**src/dbrc_pkg.sv**
```systemverilog
`default_nettype none

package dbrc_pkg;

    localparam int ENTRIES    = 128;
    localparam int WORD_BITS  = 64;
    localparam int WORD_COUNT = (ENTRIES + WORD_BITS - 1) / WORD_BITS;
    localparam int WADDR_W    = (WORD_COUNT > 1) ? $clog2(WORD_COUNT) : 1;
    localparam int BIT_W      = $clog2(WORD_BITS);
    localparam int IDX_W      = 7;
    localparam int RIDX_W     = 8;
    localparam int EB_W       = 13;
    localparam int LIMIT_W    = 8;
    localparam int FIELD_W    = 20;
    localparam int CFG_IDX_W  = 1;
    localparam int CFG_DATA_W = 13;

    typedef enum logic [1:0] {
        FUNC_MARK  = 2'd0,
        FUNC_WIDEN = 2'd1,
        FUNC_FLUSH = 2'd2
    } func_t;

    typedef enum logic [CFG_IDX_W-1:0] {
        CFG_ELEMENT_BYTES = 1'b0,
        CFG_INDEX_LIMIT   = 1'b1
    } cfg_reg_t;

    typedef enum logic [2:0] {
        ST_IDLE,
        ST_MARK,
        ST_FETCH,
        ST_SCAN,
        ST_DONE
    } state_t;

    // One result request from the sequencer to the output stage.
    typedef struct packed {
        logic              strobe;
        logic              valid;
        logic              is_last;
        logic [RIDX_W-1:0] first_idx;
        logic [RIDX_W-1:0] end_idx;
    } emit_t;

endpackage

`default_nettype wire

```
**src/dbrc_ram.sv**
```systemverilog
`default_nettype none

module dbrc_ram #(
    parameter int WIDTH = 64,
    parameter int DEPTH = 2
) (
    input  wire logic                                      clk,
    input  wire logic                                      wr_en,
    input  wire logic [((DEPTH > 1) ? $clog2(DEPTH) : 1)-1:0] wr_addr,
    input  wire logic [WIDTH-1:0]                          wr_data,
    input  wire logic [((DEPTH > 1) ? $clog2(DEPTH) : 1)-1:0] rd_addr,
    output logic      [WIDTH-1:0]                          rd_data
);

    logic [WIDTH-1:0] mem [DEPTH];

    always_ff @(posedge clk)
    begin
        if (wr_en)
        begin
            mem[wr_addr] <= wr_data;
        end
        rd_data <= mem[rd_addr];
    end

endmodule

`default_nettype wire

```
**src/dbrc_seq.sv**
```systemverilog
`default_nettype none

module dbrc_seq (
    input  wire logic                                  clk,
    input  wire logic                                  rst_n,
    input  wire logic                                  start,
    input  wire logic [1:0]                            func,
    input  wire logic [dbrc_pkg::IDX_W-1:0]            element_index,
    input  wire logic [dbrc_pkg::LIMIT_W-1:0]          index_limit,
    input  wire logic                                  eb_zero,
    output logic                                       busy,
    output logic      [dbrc_pkg::WADDR_W-1:0]          rd_addr,
    input  wire logic [dbrc_pkg::WORD_BITS-1:0]        rd_data,
    output logic                                       wr_en,
    output logic      [dbrc_pkg::WADDR_W-1:0]          wr_addr,
    output logic      [dbrc_pkg::WORD_BITS-1:0]        wr_data,
    output dbrc_pkg::emit_t                            emit
);

    localparam int WB = dbrc_pkg::WORD_BITS;
    localparam int BW = dbrc_pkg::BIT_W;
    localparam int RW = dbrc_pkg::RIDX_W;
    localparam int AW = dbrc_pkg::WADDR_W;

    function automatic logic [BW:0] lowest_set(input logic [WB-1:0] v);
        logic [BW:0] r;
        r = (BW + 1)'(WB);
        for (int i = WB - 1; i >= 0; i--)
        begin
            if (v[i])
            begin
                r = (BW + 1)'(i);
            end
        end
        return r;
    endfunction

    function automatic logic [WB-1:0] low_mask(input logic [BW:0] n);
        logic [WB:0] m;
        m = ((WB + 1)'(1) << n) - (WB + 1)'(1);
        return m[WB-1:0];
    endfunction

    dbrc_pkg::state_t state_reg, state_next;
    logic [AW-1:0]                   word_reg, word_next;
    logic [BW-1:0]                   bit_reg, bit_next;
    logic [WB-1:0]                   cur_reg, cur_next;
    logic                            open_reg, open_next;
    logic [RW-1:0]                   first_reg, first_next;
    logic [RW-1:0]                   end_reg, end_next;
    logic [dbrc_pkg::WORD_COUNT-1:0] flags_reg, flags_next;
    logic [RW-1:0]                   rs_reg, rs_next;
    logic [RW-1:0]                   re_reg, re_next;
    logic                            rp_reg, rp_next;

    logic [RW-1:0] idx_ext;
    logic [RW-1:0] idx_end;
    logic [RW-1:0] wid_start;
    logic [RW-1:0] wid_end;
    logic [WB-1:0] fetched;
    logic [RW-1:0] base;
    logic [RW:0]   lim_diff;
    logic [WB-1:0] lim_mask;
    logic [BW:0]   run_p;
    logic [BW:0]   run_q;
    logic [RW-1:0] run_first;
    logic [RW-1:0] run_end;
    logic          merge;

    always_ff @(posedge clk or negedge rst_n)
    begin
        if (!rst_n)
        begin
            state_reg <= dbrc_pkg::ST_IDLE;
            flags_reg <= '0;
            rs_reg    <= '0;
            re_reg    <= '0;
            rp_reg    <= 1'b0;
            open_reg  <= 1'b0;
        end
        else
        begin
            state_reg <= state_next;
            flags_reg <= flags_next;
            rs_reg    <= rs_next;
            re_reg    <= re_next;
            rp_reg    <= rp_next;
            open_reg  <= open_next;
        end
    end

    always_ff @(posedge clk)
    begin
        word_reg  <= word_next;
        bit_reg   <= bit_next;
        cur_reg   <= cur_next;
        first_reg <= first_next;
        end_reg   <= end_next;
    end

    // Range after widening by the incoming index.
    always_comb
    begin
        idx_ext = RW'(element_index);
        idx_end = idx_ext + RW'(1);
        if (!rp_reg)
        begin
            wid_start = idx_ext;
            wid_end   = idx_end;
        end
        else
        begin
            wid_start = (idx_ext < rs_reg) ? idx_ext : rs_reg;
            wid_end   = (idx_end > re_reg) ? idx_end : re_reg;
        end
    end

    // A word that was never marked since the last clear reads as zero.
    assign fetched = flags_reg[word_reg] ? rd_data : '0;

    // Qualifying bits of the current word: global index below index_limit.
    always_comb
    begin
        base     = RW'({word_reg, {BW{1'b0}}});
        lim_diff = {1'b0, index_limit} - {1'b0, base};
        if (index_limit <= base)
        begin
            lim_mask = '0;
        end
        else if (lim_diff >= (RW + 1)'(WB))
        begin
            lim_mask = '1;
        end
        else
        begin
            lim_mask = low_mask(lim_diff[BW:0]);
        end
    end

    // Lowest run of set bits in the current word: [run_p, run_q).
    always_comb
    begin
        run_p     = lowest_set(cur_reg);
        run_q     = lowest_set(~(cur_reg | low_mask(run_p)));
        run_first = base + RW'(run_p);
        run_end   = base + RW'(run_q);
        merge     = open_reg && (eb_zero || (run_first == end_reg));
    end

    always_comb
    begin
        state_next = state_reg;
        word_next  = word_reg;
        bit_next   = bit_reg;
        cur_next   = cur_reg;
        open_next  = open_reg;
        first_next = first_reg;
        end_next   = end_reg;
        flags_next = flags_reg;
        rs_next    = rs_reg;
        re_next    = re_reg;
        rp_next    = rp_reg;
        rd_addr    = word_reg;
        wr_en      = 1'b0;
        wr_addr    = word_reg;
        wr_data    = fetched | (WB'(1) << bit_reg);
        emit       = '0;

        unique case (state_reg)
            dbrc_pkg::ST_IDLE:
            begin
                if (start)
                begin
                    unique case (func)
                        dbrc_pkg::FUNC_MARK:
                        begin
                            rs_next    = wid_start;
                            re_next    = wid_end;
                            rp_next    = 1'b1;
                            bit_next   = element_index[BW-1:0];
                            word_next  = AW'(element_index >> BW);
                            rd_addr    = AW'(element_index >> BW);
                            state_next = dbrc_pkg::ST_MARK;
                        end
                        dbrc_pkg::FUNC_WIDEN:
                        begin
                            rs_next = wid_start;
                            re_next = wid_end;
                            rp_next = 1'b1;
                        end
                        dbrc_pkg::FUNC_FLUSH:
                        begin
                            if (|flags_reg)
                            begin
                                word_next  = '0;
                                rd_addr    = '0;
                                open_next  = 1'b0;
                                state_next = dbrc_pkg::ST_FETCH;
                            end
                            else if (rp_reg)
                            begin
                                emit.strobe    = 1'b1;
                                emit.valid     = 1'b1;
                                emit.is_last   = 1'b1;
                                emit.first_idx = rs_reg;
                                emit.end_idx   = re_reg;
                                rs_next        = '0;
                                re_next        = '0;
                                rp_next        = 1'b0;
                            end
                            else
                            begin
                                emit.strobe  = 1'b1;
                                emit.is_last = 1'b1;
                            end
                        end
                        default:
                        begin
                        end
                    endcase
                end
            end
            dbrc_pkg::ST_MARK:
            begin
                wr_en                = 1'b1;
                flags_next[word_reg] = 1'b1;
                state_next           = dbrc_pkg::ST_IDLE;
            end
            dbrc_pkg::ST_FETCH:
            begin
                cur_next   = fetched & lim_mask;
                state_next = dbrc_pkg::ST_SCAN;
            end
            dbrc_pkg::ST_SCAN:
            begin
                if (cur_reg == '0)
                begin
                    if (word_reg == AW'(dbrc_pkg::WORD_COUNT - 1))
                    begin
                        state_next = dbrc_pkg::ST_DONE;
                    end
                    else
                    begin
                        word_next  = word_reg + AW'(1);
                        rd_addr    = word_reg + AW'(1);
                        state_next = dbrc_pkg::ST_FETCH;
                    end
                end
                else
                begin
                    cur_next = cur_reg & ~low_mask(run_q);
                    end_next = run_end;
                    if (!merge)
                    begin
                        // A new region starts, so the pending one is complete.
                        emit.strobe    = open_reg;
                        emit.valid     = 1'b1;
                        emit.first_idx = first_reg;
                        emit.end_idx   = end_reg;
                        first_next     = run_first;
                        open_next      = 1'b1;
                    end
                end
            end
            dbrc_pkg::ST_DONE:
            begin
                emit.strobe  = 1'b1;
                emit.is_last = 1'b1;
                if (open_reg)
                begin
                    emit.valid     = 1'b1;
                    emit.first_idx = first_reg;
                    emit.end_idx   = end_reg;
                    flags_next     = '0;
                    rs_next        = '0;
                    re_next        = '0;
                    rp_next        = 1'b0;
                end
                open_next  = 1'b0;
                state_next = dbrc_pkg::ST_IDLE;
            end
            default:
            begin
                state_next = dbrc_pkg::ST_IDLE;
            end
        endcase
    end

    assign busy = (state_reg != dbrc_pkg::ST_IDLE);

endmodule

`default_nettype wire

```
**src/dbrc_emit.sv**
```systemverilog
`default_nettype none

module dbrc_emit (
    input  wire logic                          clk,
    input  wire logic                          rst_n,
    input  wire dbrc_pkg::emit_t               req,
    input  wire logic [dbrc_pkg::EB_W-1:0]     element_bytes,
    output logic                               result_strobe,
    output logic      [dbrc_pkg::FIELD_W-1:0]  region_offset,
    output logic      [dbrc_pkg::FIELD_W-1:0]  region_size,
    output logic                               region_valid,
    output logic                               last_region
);

    localparam int PW = dbrc_pkg::RIDX_W + dbrc_pkg::EB_W;

    logic                         strobe_reg;
    logic [dbrc_pkg::FIELD_W-1:0] offset_reg;
    logic [dbrc_pkg::FIELD_W-1:0] size_reg;
    logic                         valid_reg;
    logic                         last_reg;

    logic [dbrc_pkg::RIDX_W-1:0]  len;
    logic [PW-1:0]                off_prod;
    logic [PW-1:0]                size_prod;

    // A reversed range has zero length.
    always_comb
    begin
        len       = (req.end_idx >= req.first_idx) ? (req.end_idx - req.first_idx) : '0;
        off_prod  = PW'(req.first_idx) * PW'(element_bytes);
        size_prod = PW'(len) * PW'(element_bytes);
    end

    always_ff @(posedge clk or negedge rst_n)
    begin
        if (!rst_n)
        begin
            strobe_reg <= 1'b0;
        end
        else
        begin
            strobe_reg <= req.strobe;
        end
    end

    always_ff @(posedge clk)
    begin
        if (req.strobe)
        begin
            offset_reg <= off_prod[dbrc_pkg::FIELD_W-1:0];
            size_reg   <= size_prod[dbrc_pkg::FIELD_W-1:0];
            valid_reg  <= req.valid;
            last_reg   <= req.is_last;
        end
    end

    assign result_strobe = strobe_reg;
    assign region_offset = offset_reg;
    assign region_size   = size_reg;
    assign region_valid  = valid_reg;
    assign last_region   = last_reg;

endmodule

`default_nettype wire

```
**src/dirty_bitmap_region_coalescer.sv**
```systemverilog
`default_nettype none

// Dirty bitmap tracker with run coalescing on flush.
// Commands enter on start/func/element_index and are taken when start is high
// and busy is low. Mark sets one bitmap bit and widens the element range; it
// does a read-modify-write of one bitmap word, so busy is high for one cycle
// after it. Widen only updates the range. Flush with no bitmap bits set
// answers from idle with the whole range as one region, or one invalid
// transaction when nothing is pending. Flush with bits set walks the bitmap
// memory word by word: per word ST_FETCH takes the word read, then ST_SCAN
// runs once per run found and once more to see the word empty, and a closing
// ST_DONE ends the walk; the bitmap has 2 words. Results come out one per
// transaction on result_strobe, registered in the cycle after the cycle that
// produced them; the last one of a flush has last_region set. The receiver
// cannot stall: every strobed transaction is taken at once. The user must
// write configuration (cfg_we/cfg_index/cfg_data) only while idle; the block
// does not enforce it. Reset clears the bitmap (through per-word valid flags)
// and the range, and loads element_bytes = 64 and index_limit = 128.
module dirty_bitmap_region_coalescer (
    input  wire logic                               clk,
    input  wire logic                               rst_n,
    input  wire logic                               start,
    output logic                                    busy,
    input  wire logic [1:0]                         func,
    input  wire logic [dbrc_pkg::IDX_W-1:0]         element_index,
    input  wire logic                               cfg_we,
    input  wire logic [dbrc_pkg::CFG_IDX_W-1:0]     cfg_index,
    input  wire logic [dbrc_pkg::CFG_DATA_W-1:0]    cfg_data,
    output logic                                    result_strobe,
    output logic      [dbrc_pkg::FIELD_W-1:0]       region_offset,
    output logic      [dbrc_pkg::FIELD_W-1:0]       region_size,
    output logic                                    region_valid,
    output logic                                    last_region
);

    logic [dbrc_pkg::EB_W-1:0]    element_bytes_reg;
    logic [dbrc_pkg::LIMIT_W-1:0] index_limit_reg;

    logic                             wr_en;
    logic [dbrc_pkg::WADDR_W-1:0]     wr_addr;
    logic [dbrc_pkg::WORD_BITS-1:0]   wr_data;
    logic [dbrc_pkg::WADDR_W-1:0]     rd_addr;
    logic [dbrc_pkg::WORD_BITS-1:0]   rd_data;
    dbrc_pkg::emit_t                  emit;

    always_ff @(posedge clk or negedge rst_n)
    begin
        if (!rst_n)
        begin
            element_bytes_reg <= dbrc_pkg::EB_W'(64);
            index_limit_reg   <= dbrc_pkg::LIMIT_W'(128);
        end
        else if (cfg_we)
        begin
            unique case (dbrc_pkg::cfg_reg_t'(cfg_index))
                dbrc_pkg::CFG_ELEMENT_BYTES:
                begin
                    element_bytes_reg <= cfg_data[dbrc_pkg::EB_W-1:0];
                end
                dbrc_pkg::CFG_INDEX_LIMIT:
                begin
                    index_limit_reg <= cfg_data[dbrc_pkg::LIMIT_W-1:0];
                end
                default:
                begin
                end
            endcase
        end
    end

    dbrc_ram #(
        .WIDTH (dbrc_pkg::WORD_BITS),
        .DEPTH (dbrc_pkg::WORD_COUNT)
    ) u_ram (
        .clk     (clk),
        .wr_en   (wr_en),
        .wr_addr (wr_addr),
        .wr_data (wr_data),
        .rd_addr (rd_addr),
        .rd_data (rd_data)
    );

    dbrc_seq u_seq (
        .clk           (clk),
        .rst_n         (rst_n),
        .start         (start),
        .func          (func),
        .element_index (element_index),
        .index_limit   (index_limit_reg),
        .eb_zero       (element_bytes_reg == '0),
        .busy          (busy),
        .rd_addr       (rd_addr),
        .rd_data       (rd_data),
        .wr_en         (wr_en),
        .wr_addr       (wr_addr),
        .wr_data       (wr_data),
        .emit          (emit)
    );

    dbrc_emit u_emit (
        .clk           (clk),
        .rst_n         (rst_n),
        .req           (emit),
        .element_bytes (element_bytes_reg),
        .result_strobe (result_strobe),
        .region_offset (region_offset),
        .region_size   (region_size),
        .region_valid  (region_valid),
        .last_region   (last_region)
    );

endmodule

`default_nettype wire

```
**config.mk**
```make
export PLATFORM = sky130hd
export DESIGN_NAME = dirty_bitmap_region_coalescer
export DESIGN_NICKNAME = d
export VERILOG_FILES = /design/src/dbrc_pkg.sv /design/src/dbrc_ram.sv /design/src/dbrc_seq.sv /design/src/dbrc_emit.sv /design/src/dirty_bitmap_region_coalescer.sv
export SDC_FILE = /design/constraint.sdc
export NUM_CORES = 1
export LEC_CHECK = 0
export ABC_CLOCK_PERIOD_IN_PS = 10050
export BUFFER_PORTS_ARGS = -buffer_cell sky130_fd_sc_hd__buf_2
export CORE_MARGIN = 2
export CORE_UTILIZATION = 30
export CTS_CLUSTER_DIAMETER = 40
export CTS_CLUSTER_SIZE = 12
export DETAILED_ROUTE_END_ITERATION = 8
export PLACE_DENSITY = 0.5
export SLEW_MARGIN = 20
export SYNTH_ARGS = -nofsm -noshare
export SYNTH_HDL_FRONTEND = slang
export SYNTH_SLANG_ARGS = --single-unit
export TNS_END_PERCENT = 30
```
**constraint.sdc**
```tcl
create_clock -name clk -period 10.05 [get_ports clk]
set_clock_uncertainty 0.15 [all_clocks]
set_input_delay 2.01 -clock clk [delete_from_list [all_inputs] [get_ports clk]]
set_output_delay 2.01 -clock clk [all_outputs]
set_load 0.03 [all_outputs]
```
Word-level counts from Yosys, hierarchy flattened
Memory sizes are Yosys's and may differ from the RTL's. A register that Yosys moved wholly into a read port is not among the register bits.
Cells that the tools add are included.
Widths: inputs -> output; s select.
{"block": "totals", "register_bits": 174, "latch_bits": 0, "ramBits": 128, "romBits": 0, "inputBits": 27, "output_inout_bits": 44, "mem_count": 1}
{"block": "classes", "add_sub_neg": 9, "multipliers": 2, "n_div": 0, "n_lt_le_gt_ge": 7, "n_eq_ne": 21, "n_shift": 4, "n_mux": 193, "n_bitwise": 10, "reduce_logical": 26}
{"name": "u_ram.mem", "depth": 2, "word_bits": 64, "rd": 1, "rd_clocked_by_memory_dff": 1, "write_ports": 1, "line": "dbrc_ram.sv:15", "rtl": "logic [WIDTH-1:0] mem [DEPTH];"}
{"operator": "$mux 7", "count": 128}
{"operator": "$mux 64", "count": 4}
{"operator": "$shl 1x7->64 const A", "count": 3}
{"operator": "$sub 64x2->64 const B", "count": 3}
{"operator": "$and 64x64->64", "count": 2}
{"operator": "$not 64->64", "count": 2}
{"operator": "$or 64x64->64", "count": 2}
{"operator": "$pmux 64 s2", "count": 1}
{"operator": "$mux 8", "count": 10}
{"operator": "$logic_not 64->1", "count": 1}
{"operator": "$mux 16", "count": 4}
{"operator": "$pmux 8 s2", "count": 4}
{"operator": "$shl 1x6->64 const A", "count": 1}
{"operator": "$mux 19", "count": 3}
{"operator": "$pmux 16 s3", "count": 1}
{"operator": "$mul 8x13->20", "count": 2}
{"operator": "$mux 1", "count": 20}
{"operator": "$add 7x7->8", "count": 2}
{"operator": "$reduce_and 7->1", "count": 2}
{"operator": "$logic_not 13->1", "count": 1}
{"operator": "$mux 3", "count": 4}
{"operator": "$pmux 1 s2", "count": 5}
{"operator": "$reduce_and 2->1", "count": 5}
{"operator": "$ge 9x7->1 const B", "count": 1}
{"operator": "other kinds (41)", "count": 61}

Logic depth before layout (Yosys ltp)
{"block": "depth", "ltp_word": 138, "mapped_depth": 54, "mapped_depth_nobuf": 49}

Cells and area by module
Synthesis repeated with hierarchy kept, for this count alone.
{"block": "unflattened", "hier_cells": 2803, "area_unflattened_um2": 27098.5}
{"mod": "dbrc_seq", "n_inst": 1, "cells_per_inst": 1631, "area_per_inst_um2": 11865.1}
{"mod": "dbrc_emit", "n_inst": 1, "cells_per_inst": 857, "area_per_inst_um2": 8146.6}
{"mod": "dbrc_ram", "n_inst": 1, "cells_per_inst": 265, "area_per_inst_um2": 6214.7}
{"mod": "dirty_bitmap_region_coalescer", "n_inst": 1, "cells_per_inst": 50, "area_per_inst_um2": 872.1}

Least setup slack after synthesis
No wires, ideal clock.
{"block": "synth_path", "kind": "reg-to-reg", "from": "reg u_seq.cur_reg[11]", "to": "reg u_emit.size_reg (netlist bit u_emit.region_size[19]) (data pin)", "setup_ps": 260, "arrival_ps": 10686, "required_ps": 9640, "setup_slack_ps": -1046, "path_stages_with_launch": 52, "n_path_buf": 4, "synth_period_minus_slack_ps": 11096, "cell_sequence": "edfxtp_1 > buf_2 > or4_1 > nor4_4 > and3_1 > buf_2 > nand2_1 > inv_2 > ha_1 > xnor2_1 > nand4_1 > or4_1 > o21ai_0 > a21oi_1 > a31o_2 > clkbuf_1 > a22o_1 > clkbuf_1 > [... 16 more ...] > inv_1 > fa_1 > inv_1 > ha_1 > a21boi_0 > o21ai_0 > a21boi_0 > o21ai_0 > a21boi_0 > o21ai_0 > a21boi_0 > o21ai_0 > a21boi_0 > o21ai_0 > nand2b_1 > a21o_1 > a21oi_1 > xnor2_1"}
{"block": "synth_via", "elab_chain_len": 22, "elab_cells_between_ends": 24, "cone_classes": "add/sub: 2; mul: 1; order compare: 1; eq/ne: 1; mux: 16; reduce/logical: 3"}
{"element": "start, declared", "line": "dbrc_seq.sv:47", "rtl": "logic [WB-1:0] cur_reg, cur_next;"}
{"element": "start signal, assigned", "line": "dbrc_seq.sv:96", "rtl": "cur_reg <= cur_next;"}
{"element": "$mux 7 (*) (12 in series)", "line": "dbrc_seq.sv:30", "rtl": "if (v[i])"}
{"element": "$add 7x7->8 (*)", "line": "dbrc_seq.sv:145", "rtl": "run_first = base + RW'(run_p);"}
{"element": "named net u_seq.run_first[6]", "line": "dbrc_seq.sv:66", "rtl": "logic [RW-1:0] run_first;"}
{"element": "$eq 8x8->1 (*)", "line": "dbrc_seq.sv:147", "rtl": "merge = open_reg && (eb_zero || (run_first == end_reg));"}
{"element": "$logic_or 1x1->1 (*)", "line": "dbrc_seq.sv:147"}
{"element": "$logic_and 1x1->1 (*)", "line": "dbrc_seq.sv:147"}
{"element": "$mux 16 (*)", "line": "dbrc_seq.sv:253", "rtl": "if (!merge)"}
{"element": "$mux 16 (*)", "line": "dbrc_seq.sv:236", "rtl": "if (cur_reg == '0)"}
{"element": "$pmux 16 s3 (*)", "line": "dbrc_seq.sv:169", "rtl": "unique case (state_reg)"}
{"element": "$sub 8x8->8 / $ge 8x8->1 (equally long branches)", "line": "dbrc_emit.sv:30", "rtl": "len = (req.end_idx >= req.first_idx) ? (req.end_idx - req.first_idx) : '0;"}
{"element": "$mux 8 (*)", "line": "dbrc_emit.sv:30"}
{"element": "$mul 8x13->20 (*)", "line": "dbrc_emit.sv:32", "rtl": "size_prod = PW'(len) * PW'(element_bytes);"}
{"element": "named net u_emit.size_prod[19]", "line": "dbrc_emit.sv:25", "rtl": "logic [PW-1:0] size_prod;"}
{"element": "end signal, assigned", "line": "dbrc_emit.sv:52", "rtl": "size_reg <= size_prod[dbrc_pkg::FIELD_W-1:0];"}
{"element": "end, declared", "line": "dbrc_emit.sv:19", "rtl": "logic [dbrc_pkg::FIELD_W-1:0] size_reg;"}
The timed path passes the listed nets; every way through them passes the cells marked *.
A chain may end at the register's enable or synchronous reset.

Final worst setup path
{"block": "layout_path", "from": "reg u_seq.cur_reg[5]", "to": "reg u_emit.size_reg (netlist bit u_emit.region_size[19]) (data pin)"}
{"block": "layout_via", "elab_chain_len": 16, "elab_cells_between_ends": 18, "cone_classes": "add/sub: 2; mul: 1; order compare: 1; eq/ne: 1; mux: 10; reduce/logical: 3"}
{"element": "$mux 7 (*) (6 in series)", "line": "dbrc_seq.sv:30"}
{"element": "$add 7x7->8 (*)", "line": "dbrc_seq.sv:145"}
{"element": "named net u_seq.run_first[6]", "line": "dbrc_seq.sv:66"}
{"element": "$eq 8x8->1 (*)", "line": "dbrc_seq.sv:147"}
{"element": "$logic_or 1x1->1 (*)", "line": "dbrc_seq.sv:147"}
{"element": "$logic_and 1x1->1 (*)", "line": "dbrc_seq.sv:147"}
{"element": "$mux 16 (*)", "line": "dbrc_seq.sv:253"}
{"element": "$mux 16 (*)", "line": "dbrc_seq.sv:236"}
{"element": "$pmux 16 s3 (*)", "line": "dbrc_seq.sv:169"}
{"element": "$sub 8x8->8 / $ge 8x8->1 (equally long branches)", "line": "dbrc_emit.sv:30"}
{"element": "$mux 8 (*)", "line": "dbrc_emit.sv:30"}
{"element": "$mul 8x13->20 (*)", "line": "dbrc_emit.sv:32"}
{"element": "named net u_emit.size_prod[19]", "line": "dbrc_emit.sv:25"}
Marks and branches as above.

==> out/qor.txt <==
H-tree Lvls: 3
WL/cell: 23.0 µm
FMAX: 0.100 GHz
NumNets Final: 3219
Root buffer cell: clkbuf_16
Initial antenna violation count: 1
Syn nets: 2992
Worst slew margin: 0.295
Post-Synthesis Cells: 2727
Clock latency on the worst-skew pair: 0.63 ns
Met2 GRT Util: 0.350
Grt peak-use layer: met2
Crit Path Max Fanout: 5
Status: finished clean
CP Buf/Inv Count: 7
TritonRoute pass-1 iters: 6
CP required: 10.25 ns
CP top delay family: compound AO/OA/AOI/OAI gates
Initial Utilization: 0.304
Post-layout min period: 9.98 ns
Final Routed Wirelength: 95400 µm
# hold bufs at CTS: 0
First-pass GRT wire length: 144000 µm
Post-synth EDFFs: 256
Met1 usage: 0.278
Die area: 89000 µm²
Largest net degree at the start of global routing: 69
Die Y: 298 µm
Design area: 31700 µm²
Mean Syn Cell Area: 9.53 µm²
Placed cell area: 29100 µm²
Max Slew Vio Count: 0
I/O pin cnt: 71
Max stage delay on crit path: 0.57 ns
Core Region: 85500 µm²
Die width: 298 µm
Crit share post-route: 0.993
Via count: 22731
Worst hold path stage count: 1
Setup crit start kind: flop
M3 GR Usage: 0.0282
Crit Path Class: flop to flop
Main flop type after synthesis: edfxtp_1
Via/cell ratio: 5.47
Share of layout cells above drive strength 1: 0.210
N_diodes: 0
Fin. Hold Viols: 0
Cell count along the critical path: 49
Post-Syn Area: 26000 µm²
Hold Path Class: flop to flop
Unrepaired setup endpoints after global routing: true
Largest register FFs: 128
CTS Buffer Depth: 3
CP Capture Type: flop
ANT nets after route: 0
Synth unique cells: 106
Site Rows: 107
Worst path most repeated cell: fa_1
Clk slew on worst S/H paths: 0.06 ns
CTS Buf Count: 69
Clock sinks: 365
Sequential element share of the synthesized area: 0.388
Post-route insts no fill: 4154
CTS tree: done
FFs w/ async S/R, synth: 0.121
1st-iter DRT viols: 2133
Commonest non-fill, non-tap cell in the layout: nand2_1
GPL Wtd Cong: 0.977
Worst Tran Pin Value: 1.05 ns
Vias in the first global route: 23024
Post-route DRC: 0
Crit path max-delay cell type: or4_4
Port Buf Inserts: 70
Critical Path AT: 10.18 ns
Commonest non-fill, non-tap cells in the layout: nand2_1, edfxtp_1, buf_4
Area Growth Syn to Fin: 21.8%
GRT Total Usage: 0.212
Synth warn: 0
GRT overflow: 0
Post-synthesis register bit count: 365
Cell count after placement: 4019
R2R cell count: 49
Setup violations, final: 0
MaxCap Viol Count: 0
Post-DP HPWL: 73400 µm
==> Yosys cell counts (10+ instances only) <==
| cell | instances | area (µm²) |
|---|---|---|
| a21o_1 | 22 | 165 |
| nand4_1 | 13 | 81.3 |
| nor2_1 | 182 | 683 |
| mux2_2 | 89 | 1000 |
| a21oi_1 | 143 | 716 |
| or2_2 | 14 | 87.6 |
| edfxtp_1 | 256 | 7690 |
| xnor2_1 | 43 | 377 |
| ha_1 | 107 | 1340 |
| a22o_1 | 13 | 114 |
| and2_1 | 84 | 526 |
| nor4_1 | 28 | 175 |
| o21ai_0 | 189 | 946 |
| and3_1 | 11 | 68.8 |
| a211oi_1 | 23 | 173 |
| dfrtp_1 | 42 | 1050 |
| clkbuf_1 | 111 | 417 |
| o22ai_1 | 11 | 68.8 |
| a311oi_1 | 10 | 87.6 |
| nand2_1 | 391 | 1470 |
| nor2b_1 | 23 | 144 |
| o21ai_1 | 10 | 50.1 |
| nand2b_1 | 33 | 206 |
| inv_1 | 201 | 754 |
| buf_1 | 16 | 60.1 |
| o21bai_1 | 15 | 113 |
| a21boi_0 | 14 | 105 |
| fa_1 | 131 | 2620 |
| buf_2 | 15 | 75.1 |
| nand3_1 | 42 | 210 |
| a31oi_1 | 19 | 119 |
| or3_1 | 15 | 93.8 |
| dfxtp_1 | 65 | 1300 |
| o211ai_1 | 24 | 180 |
| nor3_1 | 54 | 270 |
| o31ai_1 | 24 | 180 |
| xor2_1 | 11 | 96.3 |
| o32ai_1 | 24 | 210 |
| or4_1 | 16 | 120 |
==> cell type report <==
| cell class | count | area (µm²) |
|---|---|---|
| Inverter | 205 | 774 |
| Fill cell | 8596 | 53900 |
| Timing Repair Buffer | 297 | 2050 |
| Multi-Input combinational cell | 2016 | 14900 |
| Clock buffer | 76 | 1770 |
| Clock inverter | 51 | 618 |
| Tap cell | 1144 | 1430 |
| Sequential cell | 365 | 10100 |
==> per-layer routing <==
metal | share of wire | up-vias | wire, µm
met5 | 0 | - | 0
met4 | 0.041 | 0 | 3950
met3 | 0.056 | 222 | 5320
met2 | 0.47 | 934 | 45200
met1 | 0.43 | 11334 | 41000
li1 | - | 10241 | -
==> worst paths after layout <==
| kind | slack (ns) | endpoint | startpoint |
|---|---|---|---|
| hold / removal | 0.31 | u_ram.rd_data[57]$_DFF_P_ | u_ram.mem[1][57]$_DFFE_PP_ |
| max in group asynchronous | 7.91 | element_bytes_reg[2]$_DFFE_PN0P_ | rst_n |
| min in group asynchronous | 1.36 | u_seq.rs_reg[1]$_DFFE_PN0P_ | rst_n |
| hold reg to reg | 0.31 | u_ram.rd_data[57]$_DFF_P_ | u_ram.mem[1][57]$_DFFE_PP_ |
| setup / recovery | 0.07 | u_emit.region_size[19]$_DFFE_PP_ | u_seq.cur_reg[5]$_DFFE_PP_ |
| setup reg to reg | 0.07 | u_emit.region_size[19]$_DFFE_PP_ | u_seq.cur_reg[5]$_DFFE_PP_ |
==> repair_timing <==
action	4_1_cts	5_1_grt
setup buffers	2	5
cloned	0	1
resized for setup	8	31
pin swaps	7	23
setup endpoints to repair	4	6
==> through the flow <==
| stage | setup TNS [ns] | hold slack [ns] | setup WS [ns] | utilization |
|---|---|---|---|---|
| 2_1_floorplan | -0.0116 | 0.298 | -0.0116 | - |
| 3_3_place_gp | -0.189 | 0.299 | -0.131 | 0.340 |
| 3_5_place_dp | -0.774 | 0.306 | -0.363 | 0.340 |
| 4_1_cts | -0.0375 | 0.312 | -0.0375 | 0.368 |
| 5_1_grt | -1.22 | 0.324 | -0.432 | 0.370 |
| 6_report | 0 | 0.310 | 0.0684 | 0.370 |
==> kinds of logic (layout without fill, tap and decap cells) <==
kind of cell | count (synthesis) | count (layout) | share of synthesized area
AOI/OAI and AO/OA | 665 | 666 | 0.170
buffers and inverters | 347 | 629 | 0.0508
xor gates and xnor gates | 54 | 54 | 0.0182
and+or+nand+nor | 966 | 966 | 0.182
adders and majority gates | 238 | 238 | 0.152
other | 1 | 1 | 0.000144
muxes | 91 | 91 | 0.0393
DFF | 365 | 365 | 0.388
Power is not shown: default switching activity piles up to over one toggle a cycle in this logic, so the estimate is an artifact.
